<file path="config.mk">
export PLATFORM = sky130hd
export DESIGN_NAME = typed_delay_timer_table_unit
export DESIGN_NICKNAME = d
export VERILOG_FILES = /design/src/hw/rtl/tdtt_pkg.sv /design/src/hw/rtl/tdtt_ram.sv /design/src/hw/rtl/tdtt_ctrl.sv /design/src/hw/rtl/tdtt_datapath.sv /design/src/hw/rtl/typed_delay_timer_table_unit.sv
export SDC_FILE = /design/constraint.sdc
export NUM_CORES = 2
export LEC_CHECK = 0
export BUFFER_PORTS_ARGS = -buffer_cell sky130_fd_sc_hd__buf_2
export CORE_MARGIN = 4
export CORE_UTILIZATION = 49
export CTS_BUF_LIST = sky130_fd_sc_hd__clkbuf_16
export CTS_CLUSTER_DIAMETER = 120
export DETAILED_ROUTE_END_ITERATION = 10
export GPL_TIMING_DRIVEN = 0
export PLACE_DENSITY = 0.75
export SYNTH_ARGS = -nofsm -noshare
export SYNTH_HDL_FRONTEND = slang
export SYNTH_SLANG_ARGS = --single-unit
</file>
<file path="constraint.sdc">
create_clock -name clk -period 13 [get_ports clk]
set_input_delay 1.95 -clock clk [delete_from_list [all_inputs] [get_ports clk]]
set_output_delay 1.95 -clock clk [all_outputs]
set_load 0.1 [all_outputs]
</file>
<file path="src/hw/rtl/tdtt_pkg.sv">
package tdtt_pkg;

	localparam int SLOT_COUNT = 32;
	localparam int SLOT_W = (SLOT_COUNT > 1) ? $clog2(SLOT_COUNT) : 1;
	localparam int CFG_W = 20;
	localparam logic [CFG_W-1:0] TIMEOUT_RESET = CFG_W'(20000);

	localparam logic [1:0] CMD_START = 2'd0;
	localparam logic [1:0] CMD_CANCEL = 2'd1;
	localparam logic [1:0] CMD_POLL = 2'd2;
	localparam logic [1:0] CMD_UNUSED = 2'd3;

	localparam logic [2:0] KIND_EXPIRED = 3'd0;
	localparam logic [2:0] KIND_SUMMARY = 3'd1;
	localparam logic [2:0] KIND_STARTED = 3'd2;
	localparam logic [2:0] KIND_FULL = 3'd3;
	localparam logic [2:0] KIND_CANCELLED = 3'd4;

	typedef struct packed {
		logic [1:0]  command;
		logic [3:0]  timer_type;
		logic [19:0] delay_ms;
		logic [31:0] now_ms;
	} cmd_item_t;

	typedef struct packed {
		logic [2:0]  kind;
		logic [3:0]  expired_type;
		logic [19:0] next_timeout_ms;
		logic        last;
	} rsp_item_t;

	typedef struct packed {
		logic [3:0]  timer_type;
		logic [19:0] delay_ms;
		logic [31:0] start_ms;
	} slot_t;

	localparam int SLOT_DW = $bits(slot_t);

	typedef struct packed {
		logic load;
		logic adv;
		logic finish;
	} ctl_cmd_t;

	typedef struct packed {
		logic out_free;
		logic sweep_end;
	} dp_sts_t;

endpackage

</file>
<file path="src/hw/rtl/tdtt_ram.sv">
module tdtt_ram #(
	parameter int WIDTH = 8,
	parameter int DEPTH = 32
) (
	input  logic                                          clk,
	input  logic                                          we,
	input  logic [((DEPTH > 1) ? $clog2(DEPTH) : 1)-1:0] waddr,
	input  logic [WIDTH-1:0]                              wdata,
	input  logic                                          re,
	input  logic [((DEPTH > 1) ? $clog2(DEPTH) : 1)-1:0] raddr,
	output logic [WIDTH-1:0]                              rdata
);

	logic [WIDTH-1:0] mem_q [DEPTH];
	logic [WIDTH-1:0] rdata_q;

	always_ff @(posedge clk) begin
		if (we) begin
			mem_q[waddr] <= wdata;
		end
		if (re) begin
			rdata_q <= mem_q[raddr];
		end
	end

	assign rdata = rdata_q;

endmodule

</file>
<file path="src/hw/rtl/tdtt_ctrl.sv">
module tdtt_ctrl (
	input  logic               clk,
	input  logic               arst_n,
	input  logic               cmd_valid,
	input  logic [1:0]         command,
	output logic               cmd_stall,
	input  tdtt_pkg::dp_sts_t  sts,
	output tdtt_pkg::ctl_cmd_t ctl
);
	import tdtt_pkg::*;

	localparam logic [1:0] ST_IDLE = 2'd0;
	localparam logic [1:0] ST_SWEEP = 2'd1;
	localparam logic [1:0] ST_DONE = 2'd2;

	logic [1:0] state_q;
	logic [1:0] state_d;

	assign cmd_stall = (state_q != ST_IDLE);
	assign ctl.load = cmd_valid && !cmd_stall && (command != CMD_UNUSED);
	assign ctl.adv = (state_q == ST_SWEEP) && sts.out_free;
	assign ctl.finish = (state_q == ST_DONE) && sts.out_free;

	always_comb begin
		state_d = state_q;
		case (state_q)
			ST_IDLE: begin
				if (ctl.load) begin
					state_d = ST_SWEEP;
				end
			end
			ST_SWEEP: begin
				if (sts.sweep_end) begin
					state_d = ST_DONE;
				end
			end
			ST_DONE: begin
				if (sts.out_free) begin
					state_d = ST_IDLE;
				end
			end
			default: begin
				state_d = ST_IDLE;
			end
		endcase
	end

	always_ff @(posedge clk or negedge arst_n) begin
		if (!arst_n) begin
			state_q <= ST_IDLE;
		end else begin
			state_q <= state_d;
		end
	end

endmodule

</file>
<file path="src/hw/rtl/tdtt_datapath.sv">
module tdtt_datapath (
	input  logic                          clk,
	input  logic                          arst_n,
	input  tdtt_pkg::ctl_cmd_t            ctl,
	output tdtt_pkg::dp_sts_t             sts,
	input  tdtt_pkg::cmd_item_t           cmd,
	input  logic                          cfg_valid,
	output logic                          cfg_ready,
	input  logic [tdtt_pkg::CFG_W-1:0]    cfg_data,
	output logic                          rsp_valid,
	input  logic                          rsp_stall,
	output tdtt_pkg::rsp_item_t           rsp
);
	import tdtt_pkg::*;

	logic [CFG_W-1:0]      timeout_q;
	cmd_item_t             item_q;
	logic [SLOT_W:0]       rd_idx_q;
	logic                  valid_s1;
	logic [SLOT_W-1:0]     idx_s1;
	logic [SLOT_COUNT-1:0] pend_q;
	logic [19:0]           shortest_q;
	logic                  found_q;
	logic [SLOT_W-1:0]     claim_q;
	logic                  rsp_valid_q;
	rsp_item_t             rsp_q;

	logic                  rd_go;
	logic                  step;
	logic                  ram_we;
	slot_t                 wr_slot;
	logic [SLOT_DW-1:0]    ram_rdata;
	slot_t                 rd_slot;
	logic                  type_hit;
	logic                  pend_cur;
	logic [31:0]           elapsed;
	logic [32:0]           diff;
	logic                  expired;
	logic [19:0]           remaining;
	logic                  fire;
	rsp_item_t             final_item;
	rsp_item_t             fire_item;

	assign cfg_ready = 1'b1;

	assign rd_go = ctl.adv && (rd_idx_q < (SLOT_W + 1)'(SLOT_COUNT));
	assign step = ctl.adv && valid_s1;
	assign sts.out_free = !rsp_valid_q || !rsp_stall;
	assign sts.sweep_end = step && (idx_s1 == SLOT_W'(SLOT_COUNT - 1));

	assign ram_we = ctl.finish && (item_q.command == CMD_START) && found_q;
	assign wr_slot = '{timer_type: item_q.timer_type, delay_ms: item_q.delay_ms,
		start_ms: item_q.now_ms};

	tdtt_ram #(
		.WIDTH(SLOT_DW),
		.DEPTH(SLOT_COUNT)
	) u_slot_ram (
		.clk  (clk),
		.we   (ram_we),
		.waddr(claim_q),
		.wdata(wr_slot),
		.re   (rd_go),
		.raddr(rd_idx_q[SLOT_W-1:0]),
		.rdata(ram_rdata)
	);

	assign rd_slot = slot_t'(ram_rdata);
	assign type_hit = (rd_slot.timer_type == item_q.timer_type);
	assign pend_cur = pend_q[idx_s1];
	assign elapsed = item_q.now_ms - rd_slot.start_ms;
	assign diff = {13'b0, rd_slot.delay_ms} - {1'b0, elapsed};
	assign expired = diff[32] || (diff == 33'd0);
	assign remaining = diff[19:0];
	assign fire = step && (item_q.command == CMD_POLL) && pend_cur && expired;

	always_comb begin
		final_item = '0;
		final_item.last = 1'b1;
		case (item_q.command)
			CMD_START: begin
				final_item.kind = found_q ? KIND_STARTED : KIND_FULL;
			end
			CMD_CANCEL: begin
				final_item.kind = KIND_CANCELLED;
			end
			CMD_POLL: begin
				final_item.kind = KIND_SUMMARY;
				final_item.next_timeout_ms = shortest_q;
			end
			default: begin
				final_item.kind = KIND_CANCELLED;
			end
		endcase
	end

	always_comb begin
		fire_item = '0;
		fire_item.kind = KIND_EXPIRED;
		fire_item.expired_type = rd_slot.timer_type;
	end

	always_ff @(posedge clk or negedge arst_n) begin
		if (!arst_n) begin
			timeout_q <= TIMEOUT_RESET;
		end else if (cfg_valid) begin
			timeout_q <= cfg_data;
		end
	end

	always_ff @(posedge clk) begin
		if (ctl.load) begin
			item_q <= cmd;
		end
		if (rd_go) begin
			idx_s1 <= rd_idx_q[SLOT_W-1:0];
		end
		if (ctl.load) begin
			shortest_q <= timeout_q;
		end else if (step && (item_q.command == CMD_POLL) && pend_cur && !expired
			&& (remaining < shortest_q)) begin
			shortest_q <= remaining;
		end
		if (step && (item_q.command == CMD_START) && !found_q
			&& (!pend_cur || type_hit)) begin
			claim_q <= idx_s1;
		end
		if (fire) begin
			rsp_q <= fire_item;
		end else if (ctl.finish) begin
			rsp_q <= final_item;
		end
	end

	always_ff @(posedge clk or negedge arst_n) begin
		if (!arst_n) begin
			rd_idx_q <= '0;
			valid_s1 <= 1'b0;
			found_q <= 1'b0;
			rsp_valid_q <= 1'b0;
		end else begin
			if (ctl.load) begin
				rd_idx_q <= '0;
			end else if (rd_go) begin
				rd_idx_q <= rd_idx_q + (SLOT_W + 1)'(1);
			end
			if (ctl.load) begin
				valid_s1 <= 1'b0;
			end else if (ctl.adv) begin
				valid_s1 <= rd_go;
			end
			if (ctl.load) begin
				found_q <= 1'b0;
			end else if (step && (item_q.command == CMD_START)
				&& (!pend_cur || type_hit)) begin
				found_q <= 1'b1;
			end
			if (fire || ctl.finish) begin
				rsp_valid_q <= 1'b1;
			end else if (!rsp_stall) begin
				rsp_valid_q <= 1'b0;
			end
		end
	end

	always_ff @(posedge clk or negedge arst_n) begin
		if (!arst_n) begin
			pend_q <= '0;
		end else begin
			if (step && pend_cur) begin
				case (item_q.command)
					CMD_START, CMD_CANCEL: begin
						if (type_hit) begin
							pend_q[idx_s1] <= 1'b0;
						end
					end
					CMD_POLL: begin
						if (expired) begin
							pend_q[idx_s1] <= 1'b0;
						end
					end
					default: begin
					end
				endcase
			end
			if (ram_we) begin
				pend_q[claim_q] <= 1'b1;
			end
		end
	end

	assign rsp_valid = rsp_valid_q;
	assign rsp = rsp_q;

endmodule

</file>
<file path="src/hw/rtl/typed_delay_timer_table_unit.sv">
// Every start, cancel or poll sweeps the slot table through a RAM with separate read and
// write ports, one slot per cycle while the output is not stalled; new commands wait.
// An expired slot goes from the RAM read register to the output register; the final
// result is registered after the sweep once the output frees. Unused codes are ignored.
// Reset clears every pending bit and loads the default timeout of 20000 ms; slot
// contents are not cleared and need no clearing pass.
module typed_delay_timer_table_unit (
	input  logic                       clk,
	input  logic                       arst_n,
	input  logic                       cmd_valid,
	output logic                       cmd_stall,
	input  tdtt_pkg::cmd_item_t        cmd,
	output logic                       rsp_valid,
	input  logic                       rsp_stall,
	output tdtt_pkg::rsp_item_t        rsp,
	input  logic                       cfg_valid,
	output logic                       cfg_ready,
	input  logic [tdtt_pkg::CFG_W-1:0] cfg_data
);
	import tdtt_pkg::*;

	ctl_cmd_t ctl;
	dp_sts_t  sts;

	tdtt_ctrl u_ctrl (
		.clk      (clk),
		.arst_n   (arst_n),
		.cmd_valid(cmd_valid),
		.command  (cmd.command),
		.cmd_stall(cmd_stall),
		.sts      (sts),
		.ctl      (ctl)
	);

	tdtt_datapath u_datapath (
		.clk      (clk),
		.arst_n   (arst_n),
		.ctl      (ctl),
		.sts      (sts),
		.cmd      (cmd),
		.cfg_valid(cfg_valid),
		.cfg_ready(cfg_ready),
		.cfg_data (cfg_data),
		.rsp_valid(rsp_valid),
		.rsp_stall(rsp_stall),
		.rsp      (rsp)
	);

`ifndef SYNTH
	a_busy_after_load: assert property (@(posedge clk) disable iff (!arst_n)
		ctl.load |=> cmd_stall)
		else $error("Input not stalled after a command transfer.");

	a_finish_gives_last: assert property (@(posedge clk) disable iff (!arst_n)
		ctl.finish |=> (rsp_valid && rsp.last))
		else $error("Closing result missing after the sweep.");

	a_expired_not_last: assert property (@(posedge clk) disable iff (!arst_n)
		(rsp_valid && (rsp.kind == KIND_EXPIRED)) |-> !rsp.last)
		else $error("Expiry result flagged as last.");

	a_no_sweep_when_idle: assert property (@(posedge clk) disable iff (!arst_n)
		(ctl.adv || ctl.finish) |-> cmd_stall)
		else $error("Datapath stepped while the block was idle.");
`endif

endmodule
</file>
==> Word-level counts from Yosys, hierarchy flattened <==
Memories as Yosys holds them, arrays and structs flattened. A register that Yosys moved wholly into a read port is not among the register bits.
Cells that the tools add are included.
{ "totals": {"mem_bits_rw": 1792, "inputBits": 83, "regBits": 179, "romBits": 0, "latchBits": 0, "memories": 1} }
{ "op_classes": {"magnitude_cmp": 6, "n_shift": 0, "bitwise": 3, "div": 0, "n_eq_ne": 11, "mul": 0, "n_reduce_logical": 42, "muxes": 32, "addsub": 3} }
{ "mem_list": {"columns": ["memory", "words", "width", "read_ports", "rd_ports_with_merged_regs", "wr", "line", "text"], "rows": [
  ["u_datapath.u_slot_ram.mem_q", 32, 56, 1, 1, 1, "tdtt_ram.sv:14", "logic [WIDTH-1:0] mem_q [DEPTH];"]
]} }
{ "ops": {"columns": ["operator", "count"], "rows": [
  ["2-to-1 mux 32 bit", 4],
  ["case mux 32 bit (2 select lines)", 1],
  ["2-to-1 mux 20 bit", 3],
  ["2-to-1 mux 25 bit", 2],
  ["zero test 33 bit", 1],
  ["subtractor 20 x 32 -> 33 bit", 1],
  ["AND 32 bit", 1],
  ["inverter 32 bit", 1],
  ["OR 32 bit", 1],
  ["subtractor 32 bit", 1],
  ["logical AND 1 bit", 21],
  ["less-than comparator 20 bit", 1],
  ["less-than comparator 5 x 6 -> 1 bit, second input constant", 2],
  ["2-to-1 mux 1 bit", 12],
  ["2-to-1 mux 6 bit", 2],
  ["nonzero test 2 bit", 6],
  ["demux 1 bit (select 5 bit)", 2],
  ["greater-or-equal comparator 5 x 1 -> 1 bit, second input constant", 2],
  ["adder 6 x 1 -> 6 bit, second input constant", 1],
  ["zero test 1 bit", 6],
  ["less-than comparator 6 bit, second input constant", 1],
  ["2-to-1 mux 2 bit", 3],
  ["inequality test 2 bit, second input constant", 3],
  ["case mux 2 bit (3 select lines)", 1],
  ["11 further kinds", 18]
]} }

==> Depth between registers and ports, before layout <==
{ "depth": {"depth_word": 11, "ltp_mapped": 27} }

==> Modules after synthesis <==
A second synthesis with hierarchy kept.
{ "hier_totals": {"hier_cells": 5135, "hier_area_um2": 82948.3} }
{ "modules_own_cells": {"columns": ["mod", "area_each_um2", "cells_per_inst", "seq_area_each_um2", "n_inst"], "rows": [
  ["tdtt_ram", 71355.9, 3917, 55493.2, 1],
  ["tdtt_datapath", 11473.5, 1205, 4775.8, 1],
  ["tdtt_ctrl", 118.9, 13, 50.0, 1]
]} }

==> Worst setup path before layout <==
Ideal clock, no wire load.
{ "synth_timing": {"kind": "in2reg", "start": "in rsp_stall", "end": "reg u_datapath.pend_q[31]", "setup_ns": 0.075, "setup_slack_ns": 7.070, "arrival_ns": 5.854, "stages": 8, "path_buffers": 0, "cell_sequence": "a21oi_1 nand3_1 nor2_1 nand3_1 nor2_1 or3_1 a311o_1 o221a_2"} }
{ "synth_between": {"elab_chain_cells": 8} }
{ "synth_rtl": {"columns": ["element", "line", "text"], "rows": [
  ["start: declaration", "typed_delay_timer_table_unit.sv:14", "input logic rsp_stall,"],
  ["zero test 1 bit *", "tdtt_datapath.sv:48", "assign sts.out_free = !rsp_valid_q || !rsp_stall;"],
  ["logical OR 1 bit *", "tdtt_datapath.sv:48", null],
  ["logical AND 1 bit", "tdtt_ctrl.sv:21", "assign ctl.adv = (state_q == ST_SWEEP) && sts.out_free;"],
  ["logical AND 1 bit", "tdtt_datapath.sv:47", "assign step = ctl.adv && valid_s1;"],
  ["logical AND 1 bit", "tdtt_datapath.sv:170", "if (step && pend_cur) begin"],
  ["2-to-1 mux 32 bit", "tdtt_datapath.sv:170", null],
  ["OR 32 bit (no source line)", null, null],
  ["2-to-1 mux 32 bit *", "tdtt_datapath.sv:186", "if (ram_we) begin"],
  ["end signal: assignment", "tdtt_datapath.sv:168", "pend_q <= '0;"],
  ["end signal: indexed assignment", "tdtt_datapath.sv:174", "pend_q[idx_s1] <= 1'b0;"],
  ["end signal: indexed assignment", "tdtt_datapath.sv:187", "pend_q[claim_q] <= 1'b1;"],
  ["end: declaration", "tdtt_datapath.sv:21", "logic [SLOT_COUNT-1:0] pend_q;"]
]} }
Every way passes the cells marked *; elsewhere a longest branch is shown, timed or not.
A chain may end at the register's enable or synchronous reset.

==> Worst setup path in the final report <==
{ "layout_timing": {"start": "reg u_datapath.item_q[0] (netlist bit)", "end": "reg u_datapath.shortest_q[17] (enable)"} }
{ "layout_between": {"elab_chain_cells": 8} }
{ "layout_rtl": {"columns": ["element", "line", "text"], "rows": [
  ["start: declaration", "tdtt_datapath.sv:17", "cmd_item_t item_q;"],
  ["start signal: assignment", "tdtt_datapath.sv:113", "item_q <= cmd;"],
  ["subtractor 32 bit *", "tdtt_datapath.sv:71", "assign elapsed = item_q.now_ms - rd_slot.start_ms;"],
  ["subtractor 20 x 32 -> 33 bit *", "tdtt_datapath.sv:72", "assign diff = {13'b0, rd_slot.delay_ms} - {1'b0, elapsed};"],
  ["parallel branches: the longest is 4 deep, another holds less-than comparator 20 bit", null, null],
  ["logical AND 1 bit *", "tdtt_datapath.sv:121", "&& (remaining < shortest_q)) begin"],
  ["nonzero test 2 bit (no source line) *", null, null],
  ["end signal: assignment", "tdtt_datapath.sv:119", "shortest_q <= timeout_q;"],
  ["end signal: assignment", "tdtt_datapath.sv:122", "shortest_q <= remaining;"],
  ["end: declaration", "tdtt_datapath.sv:22", "logic [19:0] shortest_q;"]
]} }
Mark *: on every way between the ends.

==> tab_implementation.tex <==
\begin{tabular}{lr}
\hline
Metric & Value \\
\hline
\multicolumn{2}{l}{\textbf{Setup path}} \\
\quad Family with the most delay on the worst path & compound AO/OA/AOI/OAI gates \\
\quad RR Endpoint & u\_datapath.shortest\_q[17] \\
\quad Critical Path Sink Type & flip-flop \\
\quad Path type of the worst setup path & reg2reg \\
\quad Worst Reg-to-Reg Cells & 22 \\
\quad Required time worst endpoint & 13.47 ns \\
\quad Worst stage delay on the critical path & about 0.79 ns \\
\quad Register-to-Register Setup Slack & just under 6 ns \\
\quad Count of buffer and inverter cells on the critical path & 2 \\
\quad Critical Path, Cell by Cell & inv\_1 > ha\_1 > inv\_1 > fa\_1 > a211oi\_2 > o21ai\_2 > nand3\_1 > nand2\_1 > xnor2\_1 > ha\_1 > and2\_1 > nand4\_1 > o211ai\_2 > o21a\_1 > nor2\_1 > xnor2\_1 > ha\_1 > and4\_1 > a2111oi\_0 > nand2\_1 > a221oi\_1 > a31o\_2 \\
\quad Startpoint of the most critical register-to-register path & u\_datapath.item\_q[0] \\
\quad CP Launch Type & flip-flop \\
\quad CP max stage cell & edfxtp\_1 \\
\quad CP arrival & approximately 7.7 ns \\
\quad Cell occurring most often along the worst timing path & ha\_1 \\
\quad Highest fanout seen on the critical path & 33 \\
\multicolumn{2}{l}{\textbf{Power}} \\
\quad Worst-case vdd ir drop & 267 uV \\
\quad Pwr/cell area & 227 nW/um2 \\
\quad Static leakage & slightly below 30 nW \\
\multicolumn{2}{l}{\textbf{Drt}} \\
\quad DRC violation count after routing & 0 \\
\quad Met1 wire length & $\sim$74000 um \\
\quad Met2 Wirelength & between 90000 and 100000 um \\
\quad WL met3 & 21500 um \\
\quad Number of nets with antenna violations after routing & 0 \\
\quad 1st-pass router iterations & 6 \\
\quad Routed WL & between 150000 and 200000 um \\
\quad Top routing layer used & met4 \\
\quad Number of design-rule violations left by the first detailed-router iteration & a little under 6000 \\
\quad Post-DR vias/cell & roughly 6.3 \\
\quad Routed WL per cell & 31.2 um \\
\quad Overall via count from detail\_route & 40200 \\
\multicolumn{2}{l}{\textbf{Timing}} \\
\quad Peak Freq & 139 MHz \\
\quad Post-layout min period & 7.20 ns \\
\quad Setup TNS & 0 ns \\
\quad Normalized max-slew margin & 4.44\% \\
\quad Setup repair after global routing missed its margin & no \\
\quad Setup-failing EPs final & 0 \\
\quad Count of endpoints failing hold in the final timing report & 0 \\
\quad Number of max-slew violations in the final report & 0 \\
\quad Actual transition at the worst max-transition pin & 1.43 ns \\
\quad Final period utilization & 55.4\% \\
\quad Clock tree skew after final layout & 0.0533 ns \\
\multicolumn{2}{l}{\textbf{Yosys}} \\
\quad Most used DFF post-synth & edfxtp\_1 \\
\quad Seq/Total Area, Yosys & 75.5\% \\
\quad Netlist area before placement & 79900 um2 \\
\quad Synth Net Count & about 3800 \\
\quad Synthesized instance count & roughly 3600 \\
\quad Number of register bits inferred by synthesis & 2027 \\
\quad Yosys warnings & 0 \\
\quad Async set-or-reset flop fraction in the synthesized netlist & 3.11\% \\
\quad Count of cell types in the netlist & 78 \\
\quad Count of flip-flops with a built-in enable after synthesis & about 1900 \\
\quad Synthesized area divided by synthesized cell count & 22.0 um2 \\
\multicolumn{2}{l}{\textbf{Clock tree}} \\
\quad Setup repair bufs after CTS & 0 \\
\quad Clock tree sinks & 2027 \\
\quad Library cell used as clock root buffer & clkbuf\_16 \\
\quad Number of buffers inserted during clock tree synthesis & roughly 200 \\
\quad Clock slew at reported path FFs & $\sim$0.060 ns \\
\quad Clock tree from TritonCTS & built \\
\quad Max Root-Sink Buffers & 3 \\
\quad Resized Gates After CTS & 0 \\
\quad Clock Latency Late Sink & 0.84 ns \\
\quad Number of hold buffers added after CTS & 0 \\
\quad Htree depth & 4 \\
\multicolumn{2}{l}{\textbf{Placement}} \\
\quad Count of port buffers added during placement & 111 \\
\quad Cell total after placement & 5976 \\
\quad Detailed-placement wirelength estimate & about 130000 um \\
\quad Final weighted congestion of routability-driven global placement & 0.878 \\
\multicolumn{2}{l}{\textbf{Hold path}} \\
\quad Min-Delay Path Depth & 0 \\
\quad Min-Delay Endpoint & u\_datapath.claim\_q[4] \\
\quad Hold WC Path Type & reg2reg \\
\quad Hold Crit Start & u\_datapath.idx\_s1[4] \\
\multicolumn{2}{l}{\textbf{Global routing}} \\
\quad Total congestion overflow after global routing & 0 \\
\quad Overall Global Routing Usage & 23.6\% \\
\quad Number of antenna violations at the first check in global routing & 6 \\
\quad Via count of the first global-routing pass & 40800 \\
\quad Wire length of the first global-routing pass & 288000 um \\
\quad Maximum number of pins on one net before global-route repair & 64 \\
\multicolumn{2}{l}{\textbf{Die}} \\
\quad Floorplan die area & around 170000 um2 \\
\quad Effective utilization at floorplan & between 40\% and 50\% \\
\quad Die height & 412 um \\
\quad Number of core rows & about 150 \\
\quad I/O pin count & 114 \\
\quad Core Region & 161000 um2 \\
\quad Horiz. Die Dim & 412 um \\
\multicolumn{2}{l}{\textbf{Final layout}} \\
\quad Final nets & 4171 \\
\quad Post-Layout Cell Count & 6343 \\
\quad Signed area change from the synthesized netlist to the final layout & 14.2\% \\
\quad Most used cells in the layout excluding fill and tap cells & 1940 x edfxtp\_1, 570 x mux4\_2, 203 x clkbuf\_16, 119 x inv\_1, 113 x buf\_2 \\
\quad Layout cell share with drive strength beyond 1 & 28.4\% \\
\quad Most common library cell in the layout ignoring fill and taps & edfxtp\_1 \\
\multicolumn{2}{l}{\textbf{Flow run}} \\
\quad Number of max-capacitance violations reported & 0 \\
\multicolumn{2}{l}{\textbf{Outcome}} \\
\quad Outcome & completed \\
\hline
\end{tabular}
==> synthesized netlist by cell type, types with 10 or more instances <==
library cell | number | area share (%)
a31oi_1 | 11 | 0.086
o21ai_0 | 28 | 0.18
nand3_1 | 36 | 0.23
nand2b_1 | 21 | 0.16
or4_1 | 15 | 0.14
edfxtp_1 | 1940 | 73
ha_1 | 71 | 1.1
xor2_1 | 22 | 0.24
dfrtp_1 | 58 | 1.8
nor2b_1 | 12 | 0.094
nor2_1 | 87 | 0.41
o22a_1 | 15 | 0.16
o32a_1 | 16 | 0.20
mux2_2 | 94 | 1.3
a21o_1 | 15 | 0.14
and3_1 | 10 | 0.078
buf_1 | 60 | 0.28
dfxtp_1 | 24 | 0.60
inv_1 | 69 | 0.32
xnor2_1 | 28 | 0.31
clkbuf_1 | 102 | 0.48
mux4_2 | 570 | 16
o21a_1 | 10 | 0.094
nand2_1 | 93 | 0.44
a21oi_1 | 79 | 0.50
or3_1 | 10 | 0.078
==> flip-flops by register name, summed over array words and instances (netlist names), 6 cells and up <==
register                     flops
u_datapath.item_q               58
u_datapath.shortest_q           20
u_datapath.u_slot_ram.rdata     56
u_datapath.timeout_q            20
u_datapath.pend_q               32
u_datapath.rd_idx_q              6
u_datapath.rsp                  28
u_datapath.u_slot_ram.mem_q   1792
==> how the worst max path moves through the flow <==
| stage | slack [ns] | to | cells after the start | startpoint |
|---|---|---|---|---|
| floorplan | 7.07 | u_datapath.pend_q[31] | 8 | rsp_stall |
| finish | 5.80 | u_datapath.shortest_q[17] | 22 | u_datapath.item_q[0] |
| global placement | 2.84 | u_datapath.pend_q[9] | 9 | rsp_stall |
| global route | 5.32 | u_datapath.rsp[21] | 21 | u_datapath.item_q[0] |
| detailed placement | 6.00 | u_datapath.rsp[21] | 21 | u_datapath.item_q[0] |
| CTS | 5.92 | u_datapath.rsp[21] | 21 | u_datapath.item_q[0] |
==> report_power, final <==
group	switching, mW	leakage (nW)	internal [mW]
Clock	2.44	3.28	3.09
Combinational	4.25	7.56	3.11
Sequential	0.256	18.5	7.59
==> layout make-up <==
type	instances	area [um2]
Tap cell	2160	2700
Multi-Input combinational cell	1365	18800
Fill cell	11400	70100
Sequential cell	2027	60300
Antenna cell	3	7.51
Buffer	172	709
Timing Repair Buffer	183	2080
Inverter	69	259
Clock inverter	161	1200
Clock buffer	203	5080
==> per-layer routing <==
metal  GRT usage [%]  vias to the layer above
met3            5.60                      429
met1            32.8                    21100
met4            8.65                        0
met5               0                        -
met2            36.9                     2643
li1                -                    16100
==> through the flow <==
stage	total power [mW]	util (%)	setup slack, ns	hold slack, ns	area, um2
floorplan	12.7	-	7.07	0.421	79900
global placement	15.1	51.5	2.84	0.429	83100
detailed placement	15.2	52.6	6.00	0.432	84900
CTS	20.8	56.5	5.92	0.438	91200
global route	21.6	56.5	5.32	0.442	91200
finish	20.7	56.5	5.80	0.443	91200
==> kinds of logic (layout without fill, tap and decap cells) <==
kind of cell	count (synthesis)	in the layout	share of synthesized area [%]
AO/OA/AOI/OAI	243	243	2.11
XOR/XNOR	50	50	0.548
adder cells (fa/ha/maj)	73	73	1.16
buffers and inverters	241	788	1.19
flip-flops	2027	2027	75.5
multiplexers	668	668	17.4
other	1	4	0.00470
AND/OR/NAND/NOR	330	330	2.01
No activity file was read; power rests on OpenSTA's default activity.
